<file path="src/hdl/iradx_pkg.sv">
// ----------------------------------------------------------------------------
// iradx_pkg
// Shared widths, command and status types and the ASCII digit mapping for
// the radix converter.
// ----------------------------------------------------------------------------
`timescale 1ns / 1ps

package iradx_pkg;

  localparam int VALUE_W       = 31;
  localparam int RADIX_W       = 5;
  localparam int CHAR_W        = 7;
  localparam int DIGIT_W       = 4;
  localparam int MAX_DIGITS    = 32;
  localparam int IDX_W         = $clog2(MAX_DIGITS);
  localparam int CNT_W         = IDX_W + 1;
  localparam int BITS_PER_STEP = 8;
  localparam int WORK_W        = 32;
  localparam int DIV_STEPS     = WORK_W / BITS_PER_STEP;
  localparam int STEP_W        = $clog2(DIV_STEPS);

  localparam logic [RADIX_W-1:0] RADIX_RESET = RADIX_W'(8);
  localparam logic [RADIX_W-1:0] RADIX_MIN   = RADIX_W'(2);
  localparam logic [RADIX_W-1:0] RADIX_MAX   = RADIX_W'(16);
  localparam logic [DIGIT_W-1:0] DIGIT_TEN   = DIGIT_W'(10);
  localparam logic [CHAR_W-1:0]  CHAR_ZERO   = 7'h30;
  localparam logic [CHAR_W-1:0]  CHAR_UPPER_A = 7'h41;

  typedef struct packed {
    logic load;
    logic div;
    logic store;
    logic start_emit;
    logic rd;
    logic slot_dec;
  } iradx_cmd_t;

  typedef struct packed {
    logic quot_zero;
    logic slot_zero;
  } iradx_sts_t;

  function automatic logic [CHAR_W-1:0] digit_to_ascii(input logic [DIGIT_W-1:0] d);
    logic [CHAR_W-1:0] c;
    if (d < DIGIT_TEN) begin
      c = CHAR_ZERO + CHAR_W'(d);
    end else begin
      c = CHAR_UPPER_A + CHAR_W'(d - DIGIT_TEN);
    end
    return c;
  endfunction

endpackage

</file>
<file path="src/hdl/iradx_ctrl.sv">
// ----------------------------------------------------------------------------
// iradx_ctrl
// Sequencer for the converter: divide loop per digit, digit store write,
// then read-back and emission of the digits, most significant first.
// ----------------------------------------------------------------------------
`timescale 1ns / 1ps

module iradx_ctrl (
  input  logic                  clk,
  input  logic                  rst_n,
  input  logic                  in_valid,
  output logic                  in_ready,
  output logic                  out_valid,
  input  logic                  out_ready,
  output iradx_pkg::iradx_cmd_t cmd,
  input  iradx_pkg::iradx_sts_t sts
);
  import iradx_pkg::*;

  localparam logic [2:0] S_IDLE  = 3'd0;
  localparam logic [2:0] S_DIV   = 3'd1;
  localparam logic [2:0] S_STORE = 3'd2;
  localparam logic [2:0] S_START = 3'd3;
  localparam logic [2:0] S_READ  = 3'd4;
  localparam logic [2:0] S_OUT   = 3'd5;

  localparam logic [STEP_W-1:0] STEP_LAST = STEP_W'(DIV_STEPS - 1);

  logic [2:0]        state_r, state_nxt;
  logic [STEP_W-1:0] step_r, step_nxt;

  always_comb begin
    state_nxt = state_r;
    step_nxt  = step_r;
    cmd       = '0;
    in_ready  = 1'b0;
    out_valid = 1'b0;
    unique case (state_r)
      S_IDLE: begin
        in_ready = 1'b1;
        if (in_valid) begin
          cmd.load  = 1'b1;
          step_nxt  = '0;
          state_nxt = S_DIV;
        end
      end
      S_DIV: begin
        cmd.div  = 1'b1;
        step_nxt = step_r + STEP_W'(1);
        if (step_r == STEP_LAST) begin
          state_nxt = S_STORE;
        end
      end
      S_STORE: begin
        cmd.store = 1'b1;
        step_nxt  = '0;
        state_nxt = sts.quot_zero ? S_START : S_DIV;
      end
      S_START: begin
        cmd.start_emit = 1'b1;
        state_nxt      = S_READ;
      end
      S_READ: begin
        cmd.rd    = 1'b1;
        state_nxt = S_OUT;
      end
      S_OUT: begin
        out_valid = 1'b1;
        if (out_ready) begin
          if (sts.slot_zero) begin
            state_nxt = S_IDLE;
          end else begin
            cmd.slot_dec = 1'b1;
            state_nxt    = S_READ;
          end
        end
      end
      default: begin
        state_nxt = S_IDLE;
      end
    endcase
  end

  always_ff @(posedge clk) begin
    if (!rst_n) begin
      state_r <= S_IDLE;
      step_r  <= '0;
    end else begin
      state_r <= state_nxt;
      step_r  <= step_nxt;
    end
  end

endmodule

</file>
<file path="src/hdl/iradx_dp.sv">
// ----------------------------------------------------------------------------
// iradx_dp
// Datapath: radix register, shift-subtract divider (eight quotient bits per
// cycle), digit store and read-back register.
// ----------------------------------------------------------------------------
`timescale 1ns / 1ps

module iradx_dp (
  input  logic                                clk,
  input  logic                                rst_n,
  input  logic                                cfg_we,
  input  logic [iradx_pkg::RADIX_W-1:0]       cfg_wdata,
  input  logic [iradx_pkg::VALUE_W-1:0]       in_value,
  input  iradx_pkg::iradx_cmd_t               cmd,
  output iradx_pkg::iradx_sts_t               sts,
  output logic [iradx_pkg::CHAR_W-1:0]        out_digit_char,
  output logic                                out_last_digit
);
  import iradx_pkg::*;

  logic [RADIX_W-1:0] radix_r;
  logic [RADIX_W-1:0] radix_eff_r;
  logic [WORK_W-1:0]  work_r, work_nxt;
  logic [RADIX_W-1:0] rem_r, rem_nxt;
  logic [CNT_W-1:0]   cnt_r;
  logic [IDX_W-1:0]   slot_r;
  logic [DIGIT_W-1:0] rd_r;
  logic [DIGIT_W-1:0] store_mem [MAX_DIGITS];

  // radix register
  always_ff @(posedge clk) begin
    if (!rst_n) begin
      radix_r <= RADIX_RESET;
    end else if (cfg_we) begin
      radix_r <= cfg_wdata;
    end
  end

  // shift-subtract divide step
  always_comb begin
    logic [RADIX_W-1:0] t;
    logic               q;
    work_nxt = work_r;
    rem_nxt  = rem_r;
    for (int i = 0; i < BITS_PER_STEP; i++) begin
      t        = {rem_nxt[RADIX_W-2:0], work_nxt[WORK_W-1]};
      q        = (t >= radix_eff_r);
      work_nxt = {work_nxt[WORK_W-2:0], q};
      rem_nxt  = q ? (t - radix_eff_r) : t;
    end
  end

  always_ff @(posedge clk) begin
    if (cmd.load) begin
      work_r <= {{(WORK_W - VALUE_W){1'b0}}, in_value};
      rem_r  <= '0;
      priority if (radix_r < RADIX_MIN) begin
        radix_eff_r <= RADIX_MIN;
      end else if (radix_r > RADIX_MAX) begin
        radix_eff_r <= RADIX_MAX;
      end else begin
        radix_eff_r <= radix_r;
      end
    end else if (cmd.div) begin
      work_r <= work_nxt;
      rem_r  <= rem_nxt;
    end else if (cmd.store) begin
      rem_r <= '0;
    end
  end

  // digit count and emission slot
  always_ff @(posedge clk) begin
    if (!rst_n) begin
      cnt_r <= '0;
    end else if (cmd.load) begin
      cnt_r <= '0;
    end else if (cmd.store && (cnt_r < CNT_W'(MAX_DIGITS))) begin
      cnt_r <= cnt_r + CNT_W'(1);
    end
  end

  always_ff @(posedge clk) begin
    if (cmd.start_emit) begin
      slot_r <= IDX_W'(cnt_r - CNT_W'(1));
    end else if (cmd.slot_dec) begin
      slot_r <= slot_r - IDX_W'(1);
    end
  end

  // digit store
  always_ff @(posedge clk) begin
    if (cmd.store && (cnt_r < CNT_W'(MAX_DIGITS))) begin
      store_mem[cnt_r[IDX_W-1:0]] <= rem_r[DIGIT_W-1:0];
    end
    if (cmd.rd) begin
      rd_r <= store_mem[slot_r];
    end
  end

  assign sts.quot_zero  = (work_r == '0);
  assign sts.slot_zero  = (slot_r == '0);
  assign out_digit_char = digit_to_ascii(rd_r);
  assign out_last_digit = sts.slot_zero;

endmodule

</file>
<file path="src/hdl/integer_to_radix_ascii.sv">
// ----------------------------------------------------------------------------
// integer_to_radix_ascii
// Converts a 31-bit non-negative integer to upper-case ASCII digits in the
// radix held in the configuration register (2 to 16; 0 and 1 act as 2, values
// above 16 act as 16; reset 8). One request in gives one request out per
// digit, most significant first, with out_last_digit set on the final one;
// zero gives a single "0". A new value is taken only after the last digit of
// the previous one has gone out. Each digit is found by the shift-subtract
// divider (eight quotient bits per cycle) and then written to the digit
// store; once all are found, each digit is read back from the store and
// then presented on the output. Write the radix only while the block is idle.
// ----------------------------------------------------------------------------
`timescale 1ns / 1ps

module integer_to_radix_ascii (
  input  logic                           clk,
  input  logic                           rst_n,
  input  logic                           cfg_we,
  input  logic [iradx_pkg::RADIX_W-1:0]  cfg_wdata,
  input  logic                           in_valid,
  output logic                           in_ready,
  input  logic [iradx_pkg::VALUE_W-1:0]  in_value,
  output logic                           out_valid,
  input  logic                           out_ready,
  output logic [iradx_pkg::CHAR_W-1:0]   out_digit_char,
  output logic                           out_last_digit
);
  import iradx_pkg::*;

  iradx_cmd_t cmd;
  iradx_sts_t sts;

  iradx_ctrl u_ctrl (
    .clk       (clk),
    .rst_n     (rst_n),
    .in_valid  (in_valid),
    .in_ready  (in_ready),
    .out_valid (out_valid),
    .out_ready (out_ready),
    .cmd       (cmd),
    .sts       (sts)
  );

  iradx_dp u_dp (
    .clk            (clk),
    .rst_n          (rst_n),
    .cfg_we         (cfg_we),
    .cfg_wdata      (cfg_wdata),
    .in_value       (in_value),
    .cmd            (cmd),
    .sts            (sts),
    .out_digit_char (out_digit_char),
    .out_last_digit (out_last_digit)
  );

endmodule
</file>
<file path="config.mk">
export PLATFORM = sky130hd
export DESIGN_NAME = integer_to_radix_ascii
export DESIGN_NICKNAME = d
export VERILOG_FILES = /design/src/hdl/iradx_pkg.sv /design/src/hdl/iradx_ctrl.sv /design/src/hdl/iradx_dp.sv /design/src/hdl/integer_to_radix_ascii.sv
export SDC_FILE = /design/constraint.sdc
export NUM_CORES = 1
export LEC_CHECK = 0
export BUFFER_PORTS_ARGS = -buffer_cell sky130_fd_sc_hd__buf_2
export CAP_MARGIN = 5
export CORE_MARGIN = 1.5
export CORE_UTILIZATION = 57
export DETAILED_ROUTE_END_ITERATION = 7
export PLACE_DENSITY = 0.75
export REMOVE_ABC_BUFFERS = 1
export SETUP_SLACK_MARGIN = 0.2
export SLEW_MARGIN = 10
export SYNTH_ARGS = -nofsm -noshare
export SYNTH_HDL_FRONTEND = slang
export SYNTH_SLANG_ARGS = --single-unit
export TNS_END_PERCENT = 50
</file>
<file path="constraint.sdc">
create_clock -name clk -period 12.6 [get_ports clk]
set_input_delay 0 -clock clk [delete_from_list [all_inputs] [get_ports clk]]
set_output_delay 0 -clock clk [all_outputs]
set_load 0.01 [all_outputs]
</file>
# --- After elaboration in Yosys (flattened, before gate mapping) ---
# Memory sizes are Yosys's and may differ from the RTL's. A register that Yosys moved wholly into a read port is not among the register bits.
# Cells that the tools add are included.
op_classes:
  add_sub_neg: 15
  n_mul: 0
  div: 0
  order_cmp: 12
  n_eq_ne: 9
  n_shift: 0
  muxes: 37
  n_bitwise: 1
  n_reduce_logical: 12
op_table:
  columns: ["cell", "count"]
  rows:
  - ["$mux W31", 2]
  - ["$ge A5 B5 Y1", 8]
  - ["$mux W4", 10]
  - ["$logic_not A32 Y1", 1]
  - ["$sub A4 B4 Y4", 8]
  - ["$pmux W3 S6", 1]
  - ["$mux W5", 3]
  - ["$mux W1", 13]
  - ["$mux W3", 4]
  - ["$sub A5 B1 Y5 const B", 2]
  - ["$add A6 B4 Y7 const A", 1]
  - ["$add A7 B7 Y7 const A", 1]
  - ["$mux W7", 1]
  - ["$add A6 B1 Y6 const B", 1]
  - ["$eq A3 B2 Y1 const B", 2]
  - ["$eq A3 B3 Y1 const B", 2]
  - ["$lt A6 B6 Y1 const B", 1]
  - ["$pmux W2 S3", 1]
  - ["$reduce_bool A2 Y1", 3]
  - ["$gt A5 B5 Y1 const B", 1]
  - ["$logic_not A5 Y1", 1]
  - ["$lt A5 B2 Y1 const B", 1]
  - ["$sub A4 B4 Y5 const B", 1]
  - ["$lt A4 B4 Y1 const B", 1]
  - ["13 further kinds", 16]
word_totals:
  ff_bits: 62
  latch_bits: 0
  ramBits: 128
  romBits: 0
  in_bits: 41
  out_inout_bits: 10
  wordCells: 97
  n_memories: 1
memory_table:
  columns: ["memory", "words", "width", "read_ports", "rd_ports_with_merged_regs", "wr", "line_no", "rtl"]
  rows:
  - ["u_dp.store_mem", 32, 4, 1, 1, 1, "iradx_dp.sv:28", "logic [DIGIT_W-1:0] store_mem [MAX_DIGITS];"]

# --- Logic depth before layout (Yosys ltp) ---
# Gate-level depths: netlist of run 1.
depth:
  word_depth: 17
  depth_mapped: 52
  mapped_depth_nobuf: 51

# --- Hierarchy ---
# A second synthesis of run 1 with hierarchy kept.
hier_totals:
  hier_cells: 718
  area_unflattened_um2: 9975.8
modules_own_cells:
  columns: ["mod", "n_inst", "cells_each", "area_each_um2", "seq_area_each_um2"]
  rows:
  - ["iradx_dp", 1, 676, 9628.0, 5515.3]
  - ["iradx_ctrl", 1, 42, 347.8, 100.1]

# --- Least setup slack after synthesis of run 1 ---
# Ideal clock, no wire load.
synth_path:
  path_type: "reg2reg"
  start: "reg u_dp.radix_eff_r[1]"
  end: "reg u_dp.rem_r[3]"
  setup_ns: 0.116
  arrival_time_ns: 10.260
  required_time_ns: 12.484
  slack_ns: 2.225
  path_stages_with_launch: 51
  n_path_buf: 1
  period_less_slack_ns: 10.375
  path_cell_list: "edfxtp_1 -> inv_1 -> ha_1 -> nand2_1 -> o21ai_1 -> a31oi_1 -> mux2_2 -> ha_1 -> a21o_1 -> a31oi_1 -> o21ai_1 -> a41oi_1 -> nor2_1 -> ha_1 -> a21o_1 -> a31oi_1 -> o21ai_1 -> nand2_1 -> [... 15 more ...] -> a21oi_1 -> ha_1 -> nand2_1 -> o21ai_1 -> a31o_2 -> mux2_2 -> o21ai_1 -> ha_1 -> a21o_1 -> a31oi_1 -> mux2_2 -> inv_1 -> ha_1 -> a21o_1 -> a21oi_1 -> o21ai_1 -> a32o_1 -> a31o_1"
synth_between:
  elab_chain_cells: 17
  word_cells_on_any_way: 25
  cone_classes: "add/sub (8); order compare (8); mux (9)"
synth_lines:
  columns: ["element", "line_no", "rtl"]
  rows:
  - ["from (decl)", "iradx_dp.sv:22", "logic [RADIX_W-1:0] radix_eff_r;"]
  - ["from (signal assigned)", "iradx_dp.sv:62", "radix_eff_r <= radix_r;"]
  - ["$sub A4 B4 Y4 or $ge A5 B5 Y1 (tied branches)", "iradx_dp.sv:49, iradx_dp.sv:47", null]
  - ["$mux W4", "iradx_dp.sv:49", "rem_nxt = q ? (t - radix_eff_r) : t;"]
  - ["$sub A4 B4 Y4 or $ge A5 B5 Y1 (tied branches)", "iradx_dp.sv:49, iradx_dp.sv:47", null]
  - ["$mux W4", "iradx_dp.sv:49", null]
  - ["$sub A4 B4 Y4 or $ge A5 B5 Y1 (tied branches)", "iradx_dp.sv:49, iradx_dp.sv:47", null]
  - ["$mux W4", "iradx_dp.sv:49", null]
  - ["$ge A5 B5 Y1 or $sub A4 B4 Y4 (tied branches)", "iradx_dp.sv:47, iradx_dp.sv:49", null]
  - ["$mux W4", "iradx_dp.sv:49", null]
  - ["$sub A4 B4 Y4 or $ge A5 B5 Y1 (tied branches)", "iradx_dp.sv:49, iradx_dp.sv:47", null]
  - ["$mux W4", "iradx_dp.sv:49", null]
  - ["$sub A4 B4 Y4 or $ge A5 B5 Y1 (tied branches)", "iradx_dp.sv:49, iradx_dp.sv:47", null]
  - ["$mux W4", "iradx_dp.sv:49", null]
  - ["$ge A5 B5 Y1 or $sub A4 B4 Y4 (tied branches)", "iradx_dp.sv:47, iradx_dp.sv:49", null]
  - ["$mux W4", "iradx_dp.sv:49", null]
  - ["$sub A4 B4 Y4 or $ge A5 B5 Y1 (tied branches)", "iradx_dp.sv:49, iradx_dp.sv:47", null]
  - ["$mux W4 (*)", "iradx_dp.sv:49", null]
  - ["$mux W4 (*)", "iradx_dp.sv:64", "end else if (cmd.div) begin"]
  - ["to (signal assigned)", "iradx_dp.sv:66", "rem_r <= rem_nxt;"]
  - ["to (decl)", "iradx_dp.sv:24", "logic [RADIX_W-1:0] rem_r, rem_nxt;"]
# Mark *: on every way between the ends. The rest lies on a longest branch, timed or not.
# A chain may end at the register's enable or synchronous reset.

# --- Worst setup path in the final report of run 1 ---
# Ends and elaborated chain as after synthesis.

==> results of run 1 <==
worst max-delay path: cells and delay by family, from the launching register on:
family,cells,cell delay (ps)
flops,1,570
buf+inv,4,510
fa+ha+maj,8,2480
mux,3,1280
simple gates,5,650
compound gates,29,5810
final cells by class:
cell class,count,area (sq um)
clock inverter,15,149
sequential,194,5620
timing repair buffer,112,841
fill,1101,5330
multi-input combinational,458,3980
inverter,39,146
clock buffer,17,425
tap,220,275
kinds of logic after synthesis:
kind of cell	Yosys count	share of synthesized area
simple gates	172	0.0798
fa+ha+maj	58	0.0798
compound gates	108	0.0684
mux	93	0.150
buf+inv	66	0.0276
xor+xnor	27	0.0240
flops	194	0.570
state kept, by name, indices dropped and copies added, names as in the netlist:
name	count
u_dp.rem_r	4
u_dp.slot_r	5
u_dp.radix_eff_r	5
u_dp.rd_r	4
u_dp.work_r	32
u_dp.cnt_r	6
u_dp.store_mem	128
u_dp.radix_r	5
u_ctrl.step_r	2
u_ctrl.state_r	3
per-layer routing:
metal	vias up	global-route usage	wire, microns
li1	2929	-	-
met1	3137	0.299	8530
met2	209	0.455	11600
met3	33	0.0457	1010
met4	0	0.0836	474
met5	-	0	0
placed cells by master, fill, tap and decap left out, types with 4 or more instances in the layout:
master	n
sky130_fd_sc_hd__xnor2_1	17
sky130_fd_sc_hd__mux2_1	26
sky130_fd_sc_hd__a21o_1	16
sky130_fd_sc_hd__buf_2	50
sky130_fd_sc_hd__xor2_1	10
sky130_fd_sc_hd__o21ai_1	17
sky130_fd_sc_hd__clkinv_8	4
sky130_fd_sc_hd__nand2_1	48
sky130_fd_sc_hd__inv_1	37
sky130_fd_sc_hd__ha_1	50
sky130_fd_sc_hd__a21oi_1	35
sky130_fd_sc_hd__buf_4	12
sky130_fd_sc_hd__clkbuf_16	17
sky130_fd_sc_hd__edfxtp_1	173
sky130_fd_sc_hd__dlygate4sd3_1	50
sky130_fd_sc_hd__o21ai_0	6
sky130_fd_sc_hd__nand4_1	4
sky130_fd_sc_hd__nor3_1	6
sky130_fd_sc_hd__mux2i_1	14
sky130_fd_sc_hd__inv_6	4
sky130_fd_sc_hd__mux2_2	13
sky130_fd_sc_hd__nand3b_1	4
sky130_fd_sc_hd__nor2b_1	10
sky130_fd_sc_hd__nor4_1	8
sky130_fd_sc_hd__nand2b_1	5
sky130_fd_sc_hd__dfxtp_1	21
sky130_fd_sc_hd__nand3_1	4
sky130_fd_sc_hd__mux4_2	40
sky130_fd_sc_hd__nor2_1	69
sky130_fd_sc_hd__fa_1	8
sky130_fd_sc_hd__a31oi_1	7
repair_timing:
| action | CTS | global route |
|---|---|---|
| resized for setup | 0 | 3 |
| hold endpoints to repair | 40 | 0 |
| hold buffers | 50 | 0 |
| setup endpoints to repair | 0 | 5 |
| setup buffers | 0 | 5 |
through the flow:
step,hold WS (ps),utilization,cells,setup slack (ps)
after floorplan,61.9,-,691,2210
after global placement,219,0.615,968,1090
after detailed placement,224,0.615,968,460
after CTS,53.5,0.679,1050,450
after global routing,49.1,0.682,1055,283
final,57.5,0.682,1055,1180
worst paths after layout:
check	endpoint	from	depth (start not counted)	slack, ps
setup / recovery	u_dp.rem_r[3]	u_dp.radix_eff_r[1]	49	1180
hold / removal	u_dp.work_r[7]	in_value[7]	3	60
setup reg to reg	u_dp.rem_r[3]	u_dp.radix_eff_r[1]	49	1180
hold reg to reg	u_ctrl.step_r[1]	u_ctrl.step_r[1]	2	530
==> Implementation_results.wiki, run 1 <==
{| class="wikitable"
! Metric !! Value
|-
| Status || finished, final reports clean
|-
| P&R area growth vs syn || 16.0%
|-
| Crit path max fanout || 11
|-
| Gr usage total || 0.250
|-
| Number of synthesized register bits || roughly 190
|-
| Via Count || roughly 6.3k
|-
| Worst-skew pair later-pin latency || roughly 430 ps
|-
| Wire length of the first global-routing pass || between 30,000 and 40,000 microns
|-
| Number of clock sinks || just under 200
|-
| Share of the clock period used by the worst path || 0.907
|-
| Area of all placed cells without fillers || 11,400 sq um
|-
| Setup TNS after final layout || 0 ps
|-
| Routability Congestion || 0.875
|-
| Async set or reset register ratio after synthesis || 0
|-
| Kind of start point of the critical path || flop
|-
| DRT antenna net count || 0
|-
| Top cells by area, synth || sky130_fd_sc_hd__edfxtp_1 53%, sky130_fd_sc_hd__mux4_2 9.1%, sky130_fd_sc_hd__ha_1 6.4%, sky130_fd_sc_hd__dfxtp_1 4.3%, sky130_fd_sc_hd__mux2_1 3.0%
|-
| Clock transition time at the flip-flop clock pins of the worst setup and hold paths || approximately 70 ps
|-
| Post-synthesis instance area || around 9800 sq um
|-
| Average cell area after synthesis || 13.7 sq um
|-
| Placeable core region || between 15,000 and 20,000 sq um
|-
| Number of buffer cells added on primary ports || 50
|-
| Maximum buffer depth of the clock tree || 2
|-
| CTS Root Buffer Type || sky130_fd_sc_hd__clkbuf_16
|-
| DR DRC count || 0
|-
| Arrival @ worst endpoint || 11,740 ps
|-
| Sequential cell area fraction in the yosys report || 0.570
|-
| Clock tree from TritonCTS || done
|-
| Data required, critical path || roughly 13,000 ps
|-
| Endpoint kind of the worst setup timing path || flop
|-
| Placed cell area || 10,300 sq um
|-
| Number of max-cap violations || 0
|-
| Largest net degree at the start of global routing || 36
|-
| Clock buffers created by TritonCTS || 17
|-
| Number of global-route vias before repair || around 6.4k
|-
| Largest stage delay on the critical path || 570 ps
|-
| Class of the most critical hold timing path || input pin to flop
|-
| Number of enable-type register cells in the synthesized netlist || 173
|-
| Top cells by instance count after synthesis || 173 x sky130_fd_sc_hd__edfxtp_1, 69 x sky130_fd_sc_hd__nor2_1, 50 x sky130_fd_sc_hd__ha_1, 48 x sky130_fd_sc_hd__nand2_1, 40 x sky130_fd_sc_hd__mux4_2
|-
| Vias per inst || 5.98
|-
| Remaining global-route overflow || 0
|-
| Routed wirelength normalized by instance count || just over 20 microns
|-
| Floorplan die width || between 100 and 150 microns
|-
| Post-route clock skew || 11.3 ps
|-
| Number of top-level design ports || 51
|-
| Total count of hold-check failures in the final report || 0
|-
| Total number of yosys warnings || 0
|-
| H-Tree Level Count || 4
|-
| Routed WL || roughly 22,000 microns
|-
| Final slew viol count || 0
|-
| Die height || ~130 microns
|-
| Most repeated cell in the gate-level netlist after synthesis || sky130_fd_sc_hd__edfxtp_1
|-
| Yosys top cell by area || sky130_fd_sc_hd__edfxtp_1
|-
| Area share of the largest cell type after synthesis || 0.528
|-
| Yosys cell types || 54
|-
| Layout cells sized above 1 || 0.184
|-
| Final net count || about 920
|-
| Post-DP HPWL || around 14,000 microns
|-
| Leading register cell type out of synthesis || sky130_fd_sc_hd__edfxtp_1
|-
| Worst Tran Pin Value || 709 ps
|-
| Row Count || 47
|-
| Worst rel slew slack || 0.526
|-
| Starting density of the core || 0.588
|-
| Critical Setup Path Class || flop to flop
|-
| Die Area || 18,100 sq um
|-
| Antenna violations before repair || 0
|-
| Peak Freq || a little under 0.09 GHz
|-
| Library cell contributing the largest single delay on the critical path || sky130_fd_sc_hd__edfxtp_1
|-
| Setup repair after global routing missed its margin || no
|-
| First-iteration detailed-routing DRC count || around 500
|-
| Initial DRT Pass Iterations || 5
|-
| Antenna diode count || 0
|-
| Final critical delay including setup and external delays || around 11,000 ps
|-
| Setup-failing EPs final || 0
|-
| Cell count after synthesis || slightly above 700
|}
Power of run 1 is not shown: default switching activity piles up to over one toggle a cycle in this logic, so the estimate is an artifact.
==> run 2: changes to the inputs <==
--- a/config.mk
+++ b/config.mk
@@ -16,5 +16,6 @@
 export SLEW_MARGIN = 10
 export SYNTH_ARGS = -nofsm -noshare
 export SYNTH_HDL_FRONTEND = slang
+export SYNTH_HIERARCHICAL = 1
 export SYNTH_SLANG_ARGS = --single-unit
 export TNS_END_PERCENT = 50
==> Implementation_results.wiki, run 2 <==
{| class="wikitable"
! Metric !! Value
|-
| Status || finished, final reports clean (unchanged)
|-
| Final slew viol count || 0 (unchanged)
|-
| Number of top-level design ports || 51 (unchanged)
|-
| Worst-skew pair later-pin latency || 430 ps (about the same)
|-
| CTS Root Buffer Type || sky130_fd_sc_hd__clkbuf_16 (unchanged)
|-
| Sequential cell area fraction in the yosys report || 0.563 (was 0.570)
|-
| Total number of yosys warnings || 6 (was 0)
|-
| Data required, critical path || 12,950 ps (was 12,920 ps)
|-
| Most frequent cells in the layout || 173 x sky130_fd_sc_hd__edfxtp_1, 61 x sky130_fd_sc_hd__nor2_1, 50 x sky130_fd_sc_hd__dlygate4sd3_1, 50 x sky130_fd_sc_hd__buf_2, 50 x sky130_fd_sc_hd__ha_1 (was 173 x sky130_fd_sc_hd__edfxtp_1, 69 x sky130_fd_sc_hd__nor2_1, 50 x sky130_fd_sc_hd__ha_1, 50 x sky130_fd_sc_hd__dlygate4sd3_1, 50 x sky130_fd_sc_hd__buf_2)
|-
| Remaining global-route overflow || 0 (unchanged)
|-
| Cell type with the highest occurrence count on the critical path || sky130_fd_sc_hd__ha_1
|-
| Non-filler instance count after layout || 1,061 (was 1,055)
|-
| Routed WL || 22,800 microns (was 21,600 microns)
|-
| Library cell contributing the largest single delay on the critical path || sky130_fd_sc_hd__edfxtp_1 (unchanged)
|-
| Final net count || 922 (was 921)
|-
| Worst hold-check slack || 99.9 ps (was 57.5 ps)
|-
| Peak Freq || 0.0895 GHz (was 0.0875 GHz)
|-
| Average cell area after synthesis || 13.9 sq um (was 13.7 sq um)
|-
| Async set or reset register ratio after synthesis || 0 (unchanged)
|-
| Number of global-route vias before repair || 6,782 (was 6,382)
|-
| Die height || 135 microns (was 134 microns)
|-
| Placeable core region || 17,200 sq um (was 16,800 sq um)
|-
| Clock buffers created by TritonCTS || 17 (unchanged)
|-
| Critical Setup Path Class || flop to flop (unchanged)
|-
| Number of synthesized register bits || 194 (unchanged)
|-
| Number of clock sinks || 194 (unchanged)
|-
| Crit path max fanout || 9 (was 11)
|-
| Largest net degree at the start of global routing || 36 (unchanged)
|-
| Fill cell total of the finished layout || 1,207 (was 1,101)
|-
| Kind of start point of the critical path || flop (unchanged)
|-
| Gr usage total || 0.263 (was 0.250)
|-
| Row Count || 48 (was 47)
|-
| Endpoint kind of the worst setup timing path || flop (unchanged)
|-
| Post-synthesis instance area || 9980 sq um (was 9850 sq um)
|-
| Final critical-path setup slack || 1430 ps (was 1180 ps)
|-
| Top cells by instance count after synthesis || 173 x sky130_fd_sc_hd__edfxtp_1, 61 x sky130_fd_sc_hd__nor2_1, 50 x sky130_fd_sc_hd__ha_1, 43 x sky130_fd_sc_hd__mux2_2, 42 x sky130_fd_sc_hd__nand2_1 (was 173 x sky130_fd_sc_hd__edfxtp_1, 69 x sky130_fd_sc_hd__nor2_1, 50 x sky130_fd_sc_hd__ha_1, 48 x sky130_fd_sc_hd__nand2_1, 40 x sky130_fd_sc_hd__mux4_2)
|-
| Final critical delay including setup and external delays || 11,170 ps (was 11,420 ps)
|-
| Number of max-cap violations || 0 (unchanged)
|-
| Reg-to-Reg End || u_dp/rem_r[2] (was u_dp.rem_r[3])
|-
| Largest stage delay on the critical path || 450 ps (was 570 ps)
|-
| Starting density of the core || 0.581 (was 0.588)
|-
| First-iteration detailed-routing DRC count || 504 (was 499)
|-
| Yosys top cell by area || sky130_fd_sc_hd__edfxtp_1 (unchanged)
|-
| P&R area growth vs syn || 15.7% (was 16.0%)
|-
| Routed wirelength normalized by instance count || 21.5 microns (was 20.5 microns)
|-
| Worst rel slew slack || 0.237 (was 0.526)
|-
| DRT antenna net count || 0 (unchanged)
|-
| Top cells by area, synth || sky130_fd_sc_hd__edfxtp_1 52%, sky130_fd_sc_hd__mux4_2 9.0%, sky130_fd_sc_hd__ha_1 6.3%, sky130_fd_sc_hd__mux2_2 4.9%, sky130_fd_sc_hd__dfxtp_1 4.2% (was sky130_fd_sc_hd__edfxtp_1 53%, sky130_fd_sc_hd__mux4_2 9.1%, sky130_fd_sc_hd__ha_1 6.4%, sky130_fd_sc_hd__dfxtp_1 4.3%, sky130_fd_sc_hd__mux2_1 3.0%)
|-
| Leading register cell type out of synthesis || sky130_fd_sc_hd__edfxtp_1 (unchanged)
|-
| Via Count || 6,376 (was 6,308)
|-
| Clock tree from TritonCTS || done (unchanged)
|-
| Number of enable-type register cells in the synthesized netlist || 173 (unchanged)
|-
| Number of buffer cells added on primary ports || 50 (unchanged)
|-
| Layout cells sized above 1 || 0.225 (was 0.184)
|-
| Maximum buffer depth of the clock tree || 2 (unchanged)
|-
| Worst Tran Pin Value || 1140 ps (was 709 ps)
|-
| DR DRC count || 0 (unchanged)
|-
| Arrival @ worst endpoint || 11,520 ps (was 11,740 ps)
|-
| Floorplan die width || 135 microns (was 134 microns)
|-
| Yosys cell types || 60 (was 54)
|-
| Post-placement cell count || 975 (was 968)
|-
| Worst-case setup slack after placement || 797 ps (was 460 ps)
|-
| Area share of the largest cell type after synthesis || 0.521 (was 0.528)
|-
| R2R setup slack || 1430 ps (was 1180 ps)
|-
| Max FFs per register || 128 (unchanged)
|-
| Most repeated cell in the gate-level netlist after synthesis || sky130_fd_sc_hd__edfxtp_1 (unchanged)
|-
| Class of the most critical hold timing path || input pin to flop (unchanged)
|-
| H-Tree Level Count || 4 (unchanged)
|-
| Setup TNS after final layout || 0 ps (unchanged)
|-
| Setup-failing EPs final || 0 (unchanged)
|-
| Wire length of the first global-routing pass || 35,900 microns (was 33,800 microns)
|-
| Share of the clock period used by the worst path || 0.887 (was 0.907)
|-
| End of the critical path || u_dp/rem_r[2] (was u_dp.rem_r[3])
|-
| Antenna violations before repair || 1 (was 0)
|-
| Antenna diode count || 0 (unchanged)
|-
| Routability Congestion || 0.872 (was 0.875)
|-
| Vias per inst || 6.01 (was 5.98)
|-
| Initial DRT Pass Iterations || 4 (was 5)
|-
| Clock transition time at the flip-flop clock pins of the worst setup and hold paths || 70 ps (about the same)
|-
| Setup repair after global routing missed its margin || no (unchanged)
|-
| Post-route clock skew || 11.1 ps (was 11.3 ps)
|-
| Hold path start || out_ready (was in_value[7])
|-
| Total count of hold-check failures in the final report || 0 (unchanged)
|-
| Cell count after synthesis || 718 (unchanged)
|-
| Die Area || 18,300 sq um (was 18,100 sq um)
|-
| Most common library cell in the layout ignoring fill and taps || sky130_fd_sc_hd__edfxtp_1 (unchanged)
|-
| Cell depth of the worst flop-to-flop path || 45 (was 49)
|-
| Post-DP HPWL || 14,800 microns (was 14,200 microns)
|-
| Worst setup path start || u_dp/radix_eff_r[1] (was u_dp.radix_eff_r[1])
|-
| Beginning of the worst register-to-register path || u_dp/radix_eff_r[1] (was u_dp.radix_eff_r[1])
|}
## run 2: cell types whose count changed after synthesis, sizes merged, moves of 3 or more
cell,delta
or2,+3
a22o,-3
nor3b,+3
nand2,-6
o21ai,-11
mux2,+5
mux2i,+3
nor2,-8
clkbuf,-3
o211ai,+3
o31ai,+3
## run 2: worst min path at each step
stage                     depth (start not counted)           endpoint  slack [ps]
after floorplan                                   1    u_dp/radix_r[3]          60
after global placement                            3    u_dp/radix_r[3]         210
after detailed placement                          3    u_dp/radix_r[3]         230
after CTS                                         4  u_ctrl/state_r[1]         100
after global routing                              4  u_ctrl/state_r[1]         120
final                                             4  u_ctrl/state_r[1]         100
## run 2: worst max-delay path: cells and delay by family (launching register included)
family,cells,cell delay [ps]
AOI/OAI and AO/OA,26,5670
DFF,1,450
muxes,4,1330
adders and majority gates,8,2640
and+or+nand+nor,5,510
buffers and inverters,2,480
## run 2: stage by stage
stage / area, sq um / util
2_1_floorplan: 9840 / -
3_3_place_gp: 10400 / 0.607
3_5_place_dp: 10400 / 0.607
4_1_cts: 11500 / 0.670
5_1_grt: 11500 / 0.672
6_report: 11500 / 0.672
## run 2: kinds of logic (layout without fill, tap and decap cells)
kind of cell	after synthesis	after routing	share of synthesized area
multiplexers	101	101	0.157
AO/OA/AOI/OAI	100	100	0.0643
buffers and inverters	66	184	0.0295
AND/OR/NAND/NOR	172	172	0.0834
adder cells (fa/ha/maj)	58	58	0.0788
flip-flops	194	194	0.563
XOR/XNOR	27	27	0.0237
## run 2: routing by layer
layer / track usage / vias to the layer above / wire (microns)
met3: 0.0584 / 50 / 1200
met1: 0.314 / 3179 / 9020
met4: 0.0968 / 2 / 548
met2: 0.467 / 208 / 12000
met5: 0 / - / 13
li1: - / 2937 / -
## run 2: layout make-up
type | count | area [sq um] | share of cell area
Clock buffer | 17 | 425 | 0.0369
Clock inverter | 15 | 156 | 0.0136
Inverter | 41 | 154 | 0.0133
Multi-Input combinational cell | 458 | 4070 | 0.353
Timing Repair Buffer | 111 | 833 | 0.0722
Sequential cell | 194 | 5620 | 0.487
Tap cell | 225 | 282 | 0.0244
## run 2: what timing repair did
action	in CTS	in global routing
endpoints found under the setup margin	0	5
hold buffers	50	0
buffers inserted	0	4
hold endpoints to repair	41	0
resized for setup	0	2
Power of run 2 is left out for the same reason.
